### config.mk
export PLATFORM = sky130hd
export DESIGN_NAME = cat_reply_frequency_decoder_core
export DESIGN_NICKNAME = d
export VERILOG_FILES = /design/src/design/crfd_pkg.sv /design/src/design/crfd_front.sv /design/src/design/crfd_cmdq.sv /design/src/design/crfd_back.sv /design/src/design/cat_reply_frequency_decoder_core.sv
export SDC_FILE = /design/constraint.sdc
export NUM_CORES = 2
export LEC_CHECK = 0
export ABC_AREA = 0
export BUFFER_PORTS_ARGS = -buffer_cell sky130_fd_sc_hd__buf_2
export CAP_MARGIN = 10
export CORE_UTILIZATION = 65
export CTS_BUF_LIST = sky130_fd_sc_hd__clkbuf_4
export CTS_CLUSTER_SIZE = 16
export DETAILED_ROUTE_END_ITERATION = 12
export PLACE_DENSITY = 0.84
export SETUP_SLACK_MARGIN = 0.5
export SKIP_CTS_REPAIR_TIMING = 1
export SLEW_MARGIN = 20
export SYNTH_ARGS = -nofsm -noshare
export SYNTH_HDL_FRONTEND = slang
export SYNTH_SLANG_ARGS = --single-unit
### constraint.sdc
create_clock -name clk -period 10.8 [get_ports clk]
set_input_delay 1.08 -clock clk [delete_from_list [all_inputs] [get_ports clk]]
set_output_delay 1.08 -clock clk [all_outputs]
set_load 0.02 [all_outputs]
### src/design/crfd_pkg.sv
// crfd_pkg: shared types, codes and constants of the reply frequency decoder.
// Used by every module of the block. Depends on nothing.

package crfd_pkg;

    // Frame limits
    localparam int unsigned MAX_REPLY_LEN   = 255;
    localparam int unsigned MAX_AFFIX_BYTES = 8;
    localparam int unsigned MAX_DATA_SIZE   = 16;

    // Word widths
    localparam int unsigned BYTE_W  = 8;
    localparam int unsigned POS_W   = 8;
    localparam int unsigned ACC_W   = 64;
    localparam int unsigned RES_W   = 16;
    localparam int unsigned RANGE_W = 48;
    localparam int unsigned PROD_W  = ACC_W + RES_W;
    localparam int unsigned DIGIT_W = 9;
    localparam int unsigned REM_W   = 7;
    localparam int unsigned CNT_W   = 7;

    // Decoding constants
    localparam logic [3:0]         NIBBLE_MASK   = 4'hF;
    localparam logic [DIGIT_W-1:0] BCD_TEN       = 9'd10;
    localparam logic [DIGIT_W-1:0] ASCII_ZERO    = 9'd48;
    localparam logic [REM_W:0]     SCALE_DIVISOR = 8'd100;

    // Division by 100: long division in 16-bit digits, each digit's quotient
    // taken by reciprocal multiplication (exact for remainder:digit < 100*2^16)
    localparam int unsigned DIV_DIGIT_W = 16;
    localparam int unsigned DIV_STEPS   = PROD_W / DIV_DIGIT_W;
    localparam int unsigned DIV_NUM_W   = REM_W + DIV_DIGIT_W;
    localparam int unsigned RECIP_W     = 24;
    localparam int unsigned RECIP_SHIFT = 30;
    localparam int unsigned DIV_PROD_W  = DIV_NUM_W + RECIP_W;
    localparam logic [RECIP_W-1:0] RECIP_100 = 24'd10737419;  // ceil(2^30 / 100)

    // Command queue depth
    localparam int unsigned CMDQ_DEPTH = 4;
    localparam int unsigned CMDQ_AW    = $clog2(CMDQ_DEPTH);

    // Configuration register indexes
    typedef enum logic [2:0] {
        CFG_DATA_FORMAT   = 3'd0,
        CFG_DATA_SIZE     = 3'd1,
        CFG_PREFIX_BYTES  = 3'd2,
        CFG_POSTFIX_BYTES = 3'd3,
        CFG_FRAME_LAYOUT  = 3'd4,
        CFG_RESOLUTION    = 3'd5,
        CFG_MIN_VALUE     = 3'd6,
        CFG_MAX_VALUE     = 3'd7
    } cfg_index_t;

    // data_format codes
    localparam logic [2:0] FMT_BCD     = 3'd0;
    localparam logic [2:0] FMT_BIN     = 3'd1;
    localparam logic [2:0] FMT_DEC     = 3'd2;
    localparam logic [2:0] FMT_BCD_REV = 3'd3;
    localparam logic [2:0] FMT_BIN_REV = 3'd4;
    localparam logic [2:0] FMT_DEC_REV = 3'd5;

    typedef enum logic [1:0] {
        KIND_BCD = 2'd0,
        KIND_BIN = 2'd1,
        KIND_DEC = 2'd2
    } kind_t;

    typedef enum logic [2:0] {
        ST_OK      = 3'd0,
        ST_PREFIX  = 3'd1,
        ST_POSTFIX = 3'd2,
        ST_LENGTH  = 3'd3,
        ST_RANGE   = 3'd4
    } status_t;

    typedef struct packed {
        logic [2:0]         data_format;
        logic [4:0]         data_size;
        logic [63:0]        prefix_bytes;
        logic [63:0]        postfix_bytes;
        logic [23:0]        frame_layout;
        logic [RES_W-1:0]   resolution;
        logic [RANGE_W-1:0] min_value;
        logic [RANGE_W-1:0] max_value;
    } cfg_t;

    // One queued command: a data byte to fold in, a frame end, or both.
    // At a frame end, ST_OK means the range check is still to be done.
    typedef struct packed {
        logic               do_mac;
        logic               do_end;
        logic [DIGIT_W-1:0] digit;
        kind_t              kind;
        logic               reversed;
        logic               known;
        status_t            status;
    } cmd_t;

    typedef enum logic [2:0] {
        BK_IDLE,
        BK_MAC_MUL,
        BK_MAC_ADD,
        BK_SCALE_MUL,
        BK_SCALE_DIV,
        BK_FINISH
    } back_state_t;

endpackage

### src/design/crfd_front.sv
// crfd_front: takes reply bytes, tracks frame position and affix matches,
// and issues data and frame-end commands. Depends on crfd_pkg.

module crfd_front
(
    input  logic                clk,
    input  logic                rst_n,
    input  crfd_pkg::cfg_t      cfg,
    input  logic                push,
    input  logic [7:0]          reply_byte,
    input  logic                last_byte,
    input  logic                cmd_full,
    output logic                cmd_push,
    output crfd_pkg::cmd_t      cmd
);

    logic [crfd_pkg::POS_W-1:0]   pos_reg, pos_next;
    logic                         prefix_ok_reg, prefix_ok_next;
    logic                         postfix_ok_reg, postfix_ok_next;
    logic                         overlong_reg, overlong_next;

    logic                         accept;
    logic                         known, reversed;
    crfd_pkg::kind_t              kind;
    logic [4:0]                   size_sat, dlen;
    logic [3:0]                   plen, qlen;
    logic [crfd_pkg::POS_W-1:0]   dstart, dend, qstart, qend, rlen, post_off;
    logic                         in_data;
    logic [crfd_pkg::DIGIT_W-1:0] digit;

    assign accept = push && !cmd_full;

    // Format decode
    always_comb
    begin
        known    = 1'b1;
        reversed = 1'b0;
        kind     = crfd_pkg::KIND_BIN;
        unique case (cfg.data_format) inside
            crfd_pkg::FMT_BCD, crfd_pkg::FMT_BCD_REV:
            begin
                kind = crfd_pkg::KIND_BCD;
            end
            crfd_pkg::FMT_BIN, crfd_pkg::FMT_BIN_REV:
            begin
                kind = crfd_pkg::KIND_BIN;
            end
            crfd_pkg::FMT_DEC, crfd_pkg::FMT_DEC_REV:
            begin
                kind = crfd_pkg::KIND_DEC;
            end
            default:
            begin
                known = 1'b0;
            end
        endcase
        if (cfg.data_format == crfd_pkg::FMT_BCD_REV || cfg.data_format == crfd_pkg::FMT_BIN_REV
            || cfg.data_format == crfd_pkg::FMT_DEC_REV)
        begin
            reversed = 1'b1;
        end
    end

    // Frame layout
    always_comb
    begin
        size_sat = (cfg.data_size > 5'(crfd_pkg::MAX_DATA_SIZE))
                   ? 5'(crfd_pkg::MAX_DATA_SIZE) : cfg.data_size;
        dlen     = (kind == crfd_pkg::KIND_BCD) ? 5'((6'(size_sat) + 6'd1) >> 1) : size_sat;
        plen     = (cfg.frame_layout[3:0] > 4'(crfd_pkg::MAX_AFFIX_BYTES))
                   ? 4'(crfd_pkg::MAX_AFFIX_BYTES) : cfg.frame_layout[3:0];
        qlen     = (cfg.frame_layout[15:12] > 4'(crfd_pkg::MAX_AFFIX_BYTES))
                   ? 4'(crfd_pkg::MAX_AFFIX_BYTES) : cfg.frame_layout[15:12];
        dstart   = 8'(plen) + 8'(cfg.frame_layout[7:4]);
        dend     = dstart + 8'(dlen);
        qstart   = dend + 8'(cfg.frame_layout[11:8]);
        qend     = qstart + 8'(qlen);
        rlen     = cfg.frame_layout[23:16];
        post_off = pos_reg - qstart;
    end

    // Digit value of the byte; ascii may go negative (two's complement)
    always_comb
    begin
        case (kind)
            crfd_pkg::KIND_BCD:
                digit = 9'(reply_byte[7:4]) * crfd_pkg::BCD_TEN
                        + 9'(reply_byte[3:0] & crfd_pkg::NIBBLE_MASK);
            crfd_pkg::KIND_DEC:
                digit = {1'b0, reply_byte} - crfd_pkg::ASCII_ZERO;
            default:
                digit = {1'b0, reply_byte};
        endcase
    end

    always_comb
    begin
        pos_next        = pos_reg;
        prefix_ok_next  = prefix_ok_reg;
        postfix_ok_next = postfix_ok_reg;
        overlong_next   = overlong_reg;
        in_data         = 1'b0;

        if (pos_reg == 8'(crfd_pkg::MAX_REPLY_LEN))
        begin
            overlong_next = 1'b1;
        end
        else
        begin
            if (pos_reg < 8'(plen))
            begin
                if (cfg.prefix_bytes[8*pos_reg[2:0] +: 8] != reply_byte)
                    prefix_ok_next = 1'b0;
            end
            else if (pos_reg >= dstart && pos_reg < dend)
            begin
                in_data = 1'b1;
            end
            else if (pos_reg >= qstart && pos_reg < qend)
            begin
                if (cfg.postfix_bytes[8*post_off[2:0] +: 8] != reply_byte)
                    postfix_ok_next = 1'b0;
            end
            pos_next = pos_reg + 8'd1;
        end

        cmd.do_mac   = in_data && known;
        cmd.do_end   = last_byte;
        cmd.digit    = digit;
        cmd.kind     = kind;
        cmd.reversed = reversed;
        cmd.known    = known;
        if (overlong_next || pos_next != rlen)
            cmd.status = crfd_pkg::ST_LENGTH;
        else if (!prefix_ok_next || pos_next < 8'(plen))
            cmd.status = crfd_pkg::ST_PREFIX;
        else if (!postfix_ok_next || pos_next < qend)
            cmd.status = crfd_pkg::ST_POSTFIX;
        else
            cmd.status = crfd_pkg::ST_OK;

        cmd_push = accept && (cmd.do_mac || cmd.do_end);

        // frame state clears once the last byte is taken
        if (last_byte)
        begin
            pos_next        = '0;
            prefix_ok_next  = 1'b1;
            postfix_ok_next = 1'b1;
            overlong_next   = 1'b0;
        end
    end

    always_ff @(posedge clk or negedge rst_n)
    begin
        if (!rst_n)
        begin
            pos_reg        <= '0;
            prefix_ok_reg  <= 1'b1;
            postfix_ok_reg <= 1'b1;
            overlong_reg   <= 1'b0;
        end
        else if (accept)
        begin
            pos_reg        <= pos_next;
            prefix_ok_reg  <= prefix_ok_next;
            postfix_ok_reg <= postfix_ok_next;
            overlong_reg   <= overlong_next;
        end
    end

endmodule

### src/design/crfd_cmdq.sv
// crfd_cmdq: short command queue between front and back ends.
// Depends on crfd_pkg.

module crfd_cmdq
(
    input  logic            clk,
    input  logic            rst_n,
    input  logic            wr_en,
    input  crfd_pkg::cmd_t  wr_data,
    output logic            full,
    input  logic            rd_en,
    output crfd_pkg::cmd_t  rd_data,
    output logic            empty
);

    crfd_pkg::cmd_t                   mem_reg [crfd_pkg::CMDQ_DEPTH];
    logic [crfd_pkg::CMDQ_AW-1:0]     wr_ptr_reg, rd_ptr_reg;
    logic [crfd_pkg::CMDQ_AW:0]       count_reg, count_next;
    logic                             do_wr, do_rd;

    assign full    = (count_reg == (crfd_pkg::CMDQ_AW + 1)'(crfd_pkg::CMDQ_DEPTH));
    assign empty   = (count_reg == '0);
    assign do_wr   = wr_en && !full;
    assign do_rd   = rd_en && !empty;
    assign rd_data = mem_reg[rd_ptr_reg];

    always_comb
    begin
        count_next = count_reg;
        if (do_wr && !do_rd)
            count_next = count_reg + 1'b1;
        else if (do_rd && !do_wr)
            count_next = count_reg - 1'b1;
    end

    always_ff @(posedge clk)
    begin
        if (do_wr)
            mem_reg[wr_ptr_reg] <= wr_data;
    end

    always_ff @(posedge clk or negedge rst_n)
    begin
        if (!rst_n)
        begin
            wr_ptr_reg <= '0;
            rd_ptr_reg <= '0;
            count_reg  <= '0;
        end
        else
        begin
            if (do_wr)
                wr_ptr_reg <= wr_ptr_reg + 1'b1;
            if (do_rd)
                rd_ptr_reg <= rd_ptr_reg + 1'b1;
            count_reg <= count_next;
        end
    end

endmodule

### src/design/crfd_back.sv
// crfd_back: accumulates data digits, scales by resolution/100 with a
// shift-add multiplier and a 16-bit-digit reciprocal divider, range-checks,
// holds result. Depends on crfd_pkg.

module crfd_back
(
    input  logic                clk,
    input  logic                rst_n,
    input  crfd_pkg::cfg_t      cfg,
    input  logic                cmd_empty,
    input  crfd_pkg::cmd_t      cmd_in,
    output logic                cmd_pop,
    output logic                empty,
    input  logic                pop,
    output logic [2:0]          status,
    output logic [47:0]         frequency
);

    localparam int unsigned AW = crfd_pkg::ACC_W;
    localparam int unsigned PW = crfd_pkg::PROD_W;

    crfd_pkg::back_state_t          state_reg, state_next;
    crfd_pkg::cmd_t                 cmd_reg, cmd_next;
    logic [AW-1:0]                  acc_reg, acc_next;
    logic [AW-1:0]                  weight_reg, weight_next;
    logic [AW-1:0]                  prod_reg, prod_next;
    logic [PW-1:0]                  scale_reg, scale_next;
    logic [PW-1:0]                  mcand_reg, mcand_next;
    logic [crfd_pkg::RES_W-1:0]     mplier_reg, mplier_next;
    logic [crfd_pkg::REM_W-1:0]     rem_reg, rem_next;
    logic [crfd_pkg::CNT_W-1:0]     cnt_reg, cnt_next;
    logic                           out_valid_reg, out_valid_next;
    crfd_pkg::status_t              out_status_reg, out_status_next;
    logic [crfd_pkg::RANGE_W-1:0]   out_freq_reg, out_freq_next;

    logic [AW-1:0]                  digit_ext;
    logic [AW-1:0]                  fval;
    logic [crfd_pkg::DIV_NUM_W-1:0]   div_num;
    logic [crfd_pkg::DIV_PROD_W-1:0]  div_prod;
    logic [crfd_pkg::DIV_DIGIT_W-1:0] div_q;
    logic [crfd_pkg::DIV_NUM_W-1:0]   div_qx100;
    logic                           in_range;

    function automatic logic [AW-1:0] mul_base(input logic [AW-1:0] x,
                                               input crfd_pkg::kind_t k);
        logic [AW-1:0] r;
        case (k)
            crfd_pkg::KIND_BCD: r = (x << 6) + (x << 5) + (x << 2);
            crfd_pkg::KIND_DEC: r = (x << 3) + (x << 1);
            default:            r = x << 8;
        endcase
        return r;
    endfunction

    assign digit_ext = {{(AW - crfd_pkg::DIGIT_W){cmd_reg.digit[crfd_pkg::DIGIT_W-1]}},
                        cmd_reg.digit};
    assign fval      = (|scale_reg[PW-1:AW]) ? '1 : scale_reg[AW-1:0];
    assign in_range  = (fval >= AW'(cfg.min_value)) && (fval <= AW'(cfg.max_value));

    // one quotient digit: (remainder:next digit) / 100 by reciprocal
    assign div_num   = {rem_reg, scale_reg[PW-1 -: crfd_pkg::DIV_DIGIT_W]};
    assign div_prod  = crfd_pkg::DIV_PROD_W'(div_num)
                       * crfd_pkg::DIV_PROD_W'(crfd_pkg::RECIP_100);
    assign div_q     = div_prod[crfd_pkg::RECIP_SHIFT +: crfd_pkg::DIV_DIGIT_W];
    assign div_qx100 = crfd_pkg::DIV_NUM_W'(div_q)
                       * crfd_pkg::DIV_NUM_W'(crfd_pkg::SCALE_DIVISOR);

    assign empty     = !out_valid_reg;
    assign status    = out_status_reg;
    assign frequency = out_freq_reg;

    always_comb
    begin
        state_next      = state_reg;
        cmd_next        = cmd_reg;
        acc_next        = acc_reg;
        weight_next     = weight_reg;
        prod_next       = prod_reg;
        scale_next      = scale_reg;
        mcand_next      = mcand_reg;
        mplier_next     = mplier_reg;
        rem_next        = rem_reg;
        cnt_next        = cnt_reg;
        out_valid_next  = out_valid_reg && !pop;
        out_status_next = out_status_reg;
        out_freq_next   = out_freq_reg;
        cmd_pop         = 1'b0;

        unique case (state_reg)
            crfd_pkg::BK_IDLE:
            begin
                if (!cmd_empty)
                begin
                    cmd_pop  = 1'b1;
                    cmd_next = cmd_in;
                    if (cmd_in.do_mac)
                    begin
                        state_next = crfd_pkg::BK_MAC_MUL;
                    end
                    else if (cmd_in.status == crfd_pkg::ST_OK && cmd_in.known)
                    begin
                        mcand_next  = PW'(acc_reg);
                        mplier_next = cfg.resolution;
                        scale_next  = '0;
                        cnt_next    = '0;
                        state_next  = crfd_pkg::BK_SCALE_MUL;
                    end
                    else
                    begin
                        scale_next = '0;
                        state_next = crfd_pkg::BK_FINISH;
                    end
                end
            end

            crfd_pkg::BK_MAC_MUL:
            begin
                if (cmd_reg.reversed)
                begin
                    // digit is signed nine bits: low byte times weight, less 256*weight
                    prod_next   = AW'(weight_reg * cmd_reg.digit[7:0])
                                  - (cmd_reg.digit[8] ? (weight_reg << 8) : '0);
                    weight_next = mul_base(weight_reg, cmd_reg.kind);
                end
                else
                begin
                    prod_next = mul_base(acc_reg, cmd_reg.kind);
                end
                state_next = crfd_pkg::BK_MAC_ADD;
            end

            crfd_pkg::BK_MAC_ADD:
            begin
                if (cmd_reg.reversed)
                    acc_next = acc_reg + prod_reg;
                else
                    acc_next = prod_reg + digit_ext;
                if (!cmd_reg.do_end)
                begin
                    state_next = crfd_pkg::BK_IDLE;
                end
                else if (cmd_reg.status == crfd_pkg::ST_OK && cmd_reg.known)
                begin
                    mcand_next  = PW'(acc_next);
                    mplier_next = cfg.resolution;
                    scale_next  = '0;
                    cnt_next    = '0;
                    state_next  = crfd_pkg::BK_SCALE_MUL;
                end
                else
                begin
                    scale_next = '0;
                    state_next = crfd_pkg::BK_FINISH;
                end
            end

            crfd_pkg::BK_SCALE_MUL:
            begin
                if (mplier_reg[0])
                    scale_next = scale_reg + mcand_reg;
                mcand_next  = mcand_reg << 1;
                mplier_next = mplier_reg >> 1;
                cnt_next    = cnt_reg + 1'b1;
                if (cnt_reg == crfd_pkg::CNT_W'(crfd_pkg::RES_W - 1))
                begin
                    cnt_next   = '0;
                    rem_next   = '0;
                    state_next = crfd_pkg::BK_SCALE_DIV;
                end
            end

            crfd_pkg::BK_SCALE_DIV:
            begin
                // long division by 100, top digit first; quotient shifts into scale_reg
                rem_next   = crfd_pkg::REM_W'(div_num - div_qx100);
                scale_next = {scale_reg[PW-crfd_pkg::DIV_DIGIT_W-1:0], div_q};
                cnt_next   = cnt_reg + 1'b1;
                if (cnt_reg == crfd_pkg::CNT_W'(crfd_pkg::DIV_STEPS - 1))
                begin
                    cnt_next   = '0;
                    state_next = crfd_pkg::BK_FINISH;
                end
            end

            crfd_pkg::BK_FINISH:
            begin
                if (!out_valid_reg || pop)
                begin
                    out_valid_next = 1'b1;
                    out_freq_next  = '0;
                    if (cmd_reg.status != crfd_pkg::ST_OK)
                    begin
                        out_status_next = cmd_reg.status;
                    end
                    else if (in_range)
                    begin
                        out_status_next = crfd_pkg::ST_OK;
                        out_freq_next   = fval[crfd_pkg::RANGE_W-1:0];
                    end
                    else
                    begin
                        out_status_next = crfd_pkg::ST_RANGE;
                    end
                    acc_next    = '0;
                    weight_next = AW'(1);
                    state_next  = crfd_pkg::BK_IDLE;
                end
            end

            default:
            begin
                state_next = crfd_pkg::BK_IDLE;
            end
        endcase
    end

    always_ff @(posedge clk or negedge rst_n)
    begin
        if (!rst_n)
        begin
            state_reg     <= crfd_pkg::BK_IDLE;
            acc_reg       <= '0;
            weight_reg    <= AW'(1);
            cnt_reg       <= '0;
            out_valid_reg <= 1'b0;
        end
        else
        begin
            state_reg     <= state_next;
            acc_reg       <= acc_next;
            weight_reg    <= weight_next;
            cnt_reg       <= cnt_next;
            out_valid_reg <= out_valid_next;
        end
    end

    always_ff @(posedge clk)
    begin
        cmd_reg        <= cmd_next;
        prod_reg       <= prod_next;
        scale_reg      <= scale_next;
        mcand_reg      <= mcand_next;
        mplier_reg     <= mplier_next;
        rem_reg        <= rem_next;
        out_status_reg <= out_status_next;
        out_freq_reg   <= out_freq_next;
    end

endmodule

### src/design/cat_reply_frequency_decoder_core.sv
// cat_reply_frequency_decoder_core: top level of the reply frequency decoder.
// Depends on crfd_pkg, crfd_front, crfd_cmdq and crfd_back.
//
// Use:
//   Reply bytes enter on the push/full side, one word per byte, with
//   last_byte high on the final byte of a frame. One result word (status,
//   frequency) per frame leaves on the empty/pop side. Registers are written
//   through cfg_valid/cfg_ready/cfg_index/cfg_data; cfg_ready is always high.
//   Write registers only while no frame is in flight.
// Timing:
//   One byte per cycle enters while the 4-entry command queue has room. The
//   back end runs a multiply state and an add state for a data-field byte,
//   none for other bytes. A frame end goes straight to the finish state
//   when a check fails; a passing frame first takes 16 multiply and 5 divide
//   steps. Scaling sets the frame rate, the per-byte multiply-accumulate the
//   byte rate.
// Reset:
//   rst_n clears frame state, queue and result register, and loads the
//   register defaults (bcd, 10 digits, resolution 100, full range).
// Stalls:
//   A waiting result holds in its output register; the back end waits at
//   the next frame end, while bytes keep entering until the queue fills.

module cat_reply_frequency_decoder_core
(
    input  logic        clk,
    input  logic        rst_n,
    input  logic        push,
    output logic        full,
    input  logic [7:0]  reply_byte,
    input  logic        last_byte,
    output logic        empty,
    input  logic        pop,
    output logic [2:0]  status,
    output logic [47:0] frequency,
    input  logic        cfg_valid,
    output logic        cfg_ready,
    input  logic [2:0]  cfg_index,
    input  logic [63:0] cfg_data
);

    crfd_pkg::cfg_t   cfg_reg;
    crfd_pkg::cmd_t   front_cmd, back_cmd;
    logic             front_push, q_full, q_empty, q_pop;

    assign cfg_ready = 1'b1;
    assign full      = q_full;

    // Register file
    always_ff @(posedge clk or negedge rst_n)
    begin
        if (!rst_n)
        begin
            cfg_reg.data_format   <= crfd_pkg::FMT_BCD;
            cfg_reg.data_size     <= 5'd10;
            cfg_reg.prefix_bytes  <= '0;
            cfg_reg.postfix_bytes <= '0;
            cfg_reg.frame_layout  <= '0;
            cfg_reg.resolution    <= 16'd100;
            cfg_reg.min_value     <= '0;
            cfg_reg.max_value     <= '1;
        end
        else if (cfg_valid && cfg_ready)
        begin
            unique case (crfd_pkg::cfg_index_t'(cfg_index))
                crfd_pkg::CFG_DATA_FORMAT:   cfg_reg.data_format   <= cfg_data[2:0];
                crfd_pkg::CFG_DATA_SIZE:     cfg_reg.data_size     <= cfg_data[4:0];
                crfd_pkg::CFG_PREFIX_BYTES:  cfg_reg.prefix_bytes  <= cfg_data;
                crfd_pkg::CFG_POSTFIX_BYTES: cfg_reg.postfix_bytes <= cfg_data;
                crfd_pkg::CFG_FRAME_LAYOUT:  cfg_reg.frame_layout  <= cfg_data[23:0];
                crfd_pkg::CFG_RESOLUTION:    cfg_reg.resolution    <= cfg_data[15:0];
                crfd_pkg::CFG_MIN_VALUE:     cfg_reg.min_value     <= cfg_data[47:0];
                crfd_pkg::CFG_MAX_VALUE:     cfg_reg.max_value     <= cfg_data[47:0];
                default:                     cfg_reg.data_format   <= cfg_reg.data_format;
            endcase
        end
    end

    // Front end: byte position, affix compare, digit extraction
    crfd_front u_front
    (
        .clk        (clk),
        .rst_n      (rst_n),
        .cfg        (cfg_reg),
        .push       (push),
        .reply_byte (reply_byte),
        .last_byte  (last_byte),
        .cmd_full   (q_full),
        .cmd_push   (front_push),
        .cmd        (front_cmd)
    );

    // Command queue decouples byte intake from the serial back end
    crfd_cmdq u_cmdq
    (
        .clk     (clk),
        .rst_n   (rst_n),
        .wr_en   (front_push),
        .wr_data (front_cmd),
        .full    (q_full),
        .rd_en   (q_pop),
        .rd_data (back_cmd),
        .empty   (q_empty)
    );

    // Back end: accumulate, scale, range check, result register
    crfd_back u_back
    (
        .clk       (clk),
        .rst_n     (rst_n),
        .cfg       (cfg_reg),
        .cmd_empty (q_empty),
        .cmd_in    (back_cmd),
        .cmd_pop   (q_pop),
        .empty     (empty),
        .pop       (pop),
        .status    (status),
        .frequency (frequency)
    );

endmodule

==> key figures <==
Timing
  – Relative slew slack: 0.149
  – RSZ-0062 raised after global routing: no
  – Max Clock Freq: 0.117 GHz
  – Slew Limit Fails: 0
  – Final setup fails: 0
  – Final worst-path cycle share: 0.793
  – Worst-Margin Slew: 1.27 ns
  – Final min period: 8.56 ns
  – TNS Setup: 0 ns
  – Final clock skew: 0.153 ns
  – Hold Vio Cnt, Final: 0

Finish
  – Layout cells sized above 1: 0.117
  – Final net count: 11000
  – Area of the multi-input gates: 0.0610 mm²
  – Reg area: 0.0223 mm²
  – Most frequent cells in the layout: nand2_1 (1107), ha_1 (854), inv_1 (814)
  – Max reg flops: roughly 270
  – Commonest non-fill, non-tap cell in the layout: nand2_1
  – Filler cells: about 10000
  – Area Growth Syn to Fin: 5.69%

Setup path
  – Critical Path Most Common Cell: fa_1
  – Worst EP arrival: 9.45 ns
  – Reg2reg setup slack: around 2.2 ns
  – Worst setup path category: flip-flop to flip-flop
  – Req. time, crit path: 11.69 ns
  – Slowest stage delay, CP: 0.84 ns
  – Reg-to-Reg Start: u_back.scale_reg[67]$_SDFFCE_PN0P_
  – Crit. End Element: flip-flop
  – Critical path's slowest cell: edfxtp_1
  – Critical path peak fanout: 11
  – FF-to-FF End: u_back.rem_reg[6]$_SDFFCE_PN0P_
  – Crit path launch type: flip-flop
  – R2r worst-path depth: 28

Worst hold path
  – Hold EP: cfg_reg[260]$_DFFE_PN0P_
  – Worst Hold Launch: cfg_data[60]
  – Min-Delay Path Class: input pin to flip-flop
  – Hold Path Cell Cnt: 2

Routing
  – Vias per inst: around 6.5
  – WL final: 267 mm
  – 1st-iter DRT viols: 7837
  – Via count: 73200
  – Drt first pass iters: 8
  – Drt drc: 0
  – Post-DR wirelength/cell: 23.6 µm
  – DRT antenna net count: 0

Synth
  – Mapped cell area: between 0.08 and 0.09 mm²
  – Syn Inst Count: 9349
  – Synth top area cells: fa_1 (17%), edfxtp_1 (13%), ha_1 (12%), dfrtp_1 (11%), nand2_1 (4.7%)
  – Number of distinct library cells after synthesis: 95
  – Seq/Total Area, Yosys: 0.253
  – Syn_area_per_cell: 9.41 µm²
  – Area share of the largest cell type after synthesis: 0.166
  – Asr flop ratio synth: 0.529
  – Synth warn: 0
  – Cell taking the most area after synthesis: fa_1
  – Yosys reg bits: 811
  – Post-synth EDFFs: 382
  – Ys flop type: edfxtp_1

Floorplan
  – DIE AREA: about 0.14 mm²
  – IO Pins: 135
  – Die X: 370 µm
  – Initial Util: 0.657
  – Die height: 370 µm
  – FP Rows: ~130
  – Core footprint: 0.134 mm²

Clock network
  – Max Buffers Root-to-Sink: 3
  – H-tree depth: 4
  – Worst-path clk slew: ~0.08 ns
  – CTS tree: yes
  – Num CTS Buffers: 220
  – Clk sink count: 811
  – Clock root buffer: clkbuf_4
  – Clk_lat worst skew: 1.29 ns

Global routing
  – Number of global-route vias before repair: roughly 74000
  – Initial antenna violation count: 11
  – Met2 Track Usage GR: 0.593
  – GR Layer Usage met3: 0.0825
  – Largest net degree at the start of global routing: 91
  – GRT Resource Usage Total: 0.391
  – First-pass GRT wire length: 418 mm
  – GRT Residual Overflow: 0
  – Busiest grt layer: met2
  – Met1 Use GR: 0.550

Status
  – Status: complete, no violations

Job
  – Maxcap violations: 0

Placed design
  – Port buffer count: 133
  – Post-DP HPWL: 201 mm
  – GPL Wtd Cong: ~1
==> cells by family (layout without fill, tap and decap cells) <==
kind of cell,count (synthesis),in the layout,synth area share
buffers and inverters,1279,1442,0.0547
flip-flops,811,811,0.253
adder cells (fa/ha/maj),1589,1589,0.288
AO/OA/AOI/OAI,2258,2258,0.163
AND/OR/NAND/NOR,2535,2535,0.137
multiplexers,382,382,0.0545
XOR/XNOR,494,494,0.0492
other,1,13,0.0000426
==> critical path, delay by kind of cell (launching register included) <==
kind            cells  cell delay (ns)
simple gates        3             0.44
flops               1             0.84
buf+inv             5             0.27
compound gates      5             1.34
xor+xnor            5             0.94
fa+ha+maj          10             4.48
==> final cells by class <==
cell class | instances | area share
Antenna cell | 10 | 0.000269
Sequential cell | 811 | 0.240
Clock inverter | 62 | 0.00505
Inverter | 817 | 0.0330
Multi-Input combinational cell | 7261 | 0.656
Clock buffer | 353 | 0.0285
Timing Repair Buffer | 210 | 0.0137
Tap cell | 1768 | 0.0238
==> Yosys cell counts (25+ instances only) <==
cell      number
nor4_1        27
nand4_1      116
buf_1         35
mux4_2        49
o22ai_1       33
nor2b_1       78
a22o_1        27
nor3_1        79
xnor2_1      277
or2_2         64
a21o_1       319
dfstp_2       56
o21a_1        61
fa_1         731
ha_1         854
o21bai_1      89
and2_1       276
nand3_1      136
inv_1        816
o211ai_1      48
o21ai_0      531
a21oi_1      656
nand2b_1      75
or3_1         25
xor2_1       217
clkbuf_1     423
edfxtp_1     382
o31ai_1       33
and3_1       110
nor2_1       370
a221oi_1      29
mux2_2       287
a22oi_1       37
nand2_1     1109
dfrtp_1      373
a211oi_1      94
a31oi_1       56
mux2i_1       46
==> per-layer routing <==
layer	vias to the layer above	share of wire
li1	32800	-
met1	36000	0.42
met2	3778	0.44
met3	689	0.10
met4	10	0.038
met5	-	0.00023
==> through the flow <==
stage,hold slack [ns],util,cell area [µm²],worst slack (ns),std cells
2_1_floorplan,0.456,-,88000,1.71,9351
3_3_place_gp,0.475,0.671,89800,2.35,10900
3_5_place_dp,0.479,0.671,89800,2.30,10900
4_1_cts,-0.343,0.694,92900,2.31,11300
5_1_grt,-0.00724,0.695,92900,1.79,11300
6_report,0.0558,0.695,93000,2.24,11300
==> worst max path at each step <==
stage | startpoint | slack (ns) | endpoint | cells past startpoint
floorplan | u_cmdq.rd_ptr_reg[0]$_DFFE_PN0P_ | 1.71 | u_back.mcand_reg[0]$_DFFE_PP_ | 5
global placement | u_back.scale_reg[67]$_SDFFCE_PN0P_ | 2.35 | u_back.rem_reg[6]$_SDFFCE_PN0P_ | 28
detailed placement | u_back.scale_reg[67]$_SDFFCE_PN0P_ | 2.30 | u_back.rem_reg[6]$_SDFFCE_PN0P_ | 30
CTS | u_back.scale_reg[67]$_SDFFCE_PN0P_ | 2.31 | u_back.rem_reg[6]$_SDFFCE_PN0P_ | 28
global route | u_back.scale_reg[67]$_SDFFCE_PN0P_ | 1.79 | u_back.rem_reg[6]$_SDFFCE_PN0P_ | 28
finish | u_back.scale_reg[67]$_SDFFCE_PN0P_ | 2.24 | u_back.rem_reg[6]$_SDFFCE_PN0P_ | 28
Power is left out: the tool's default activity adds up to more than one toggle a clock period on the data nets, which glitch-free logic cannot reach.
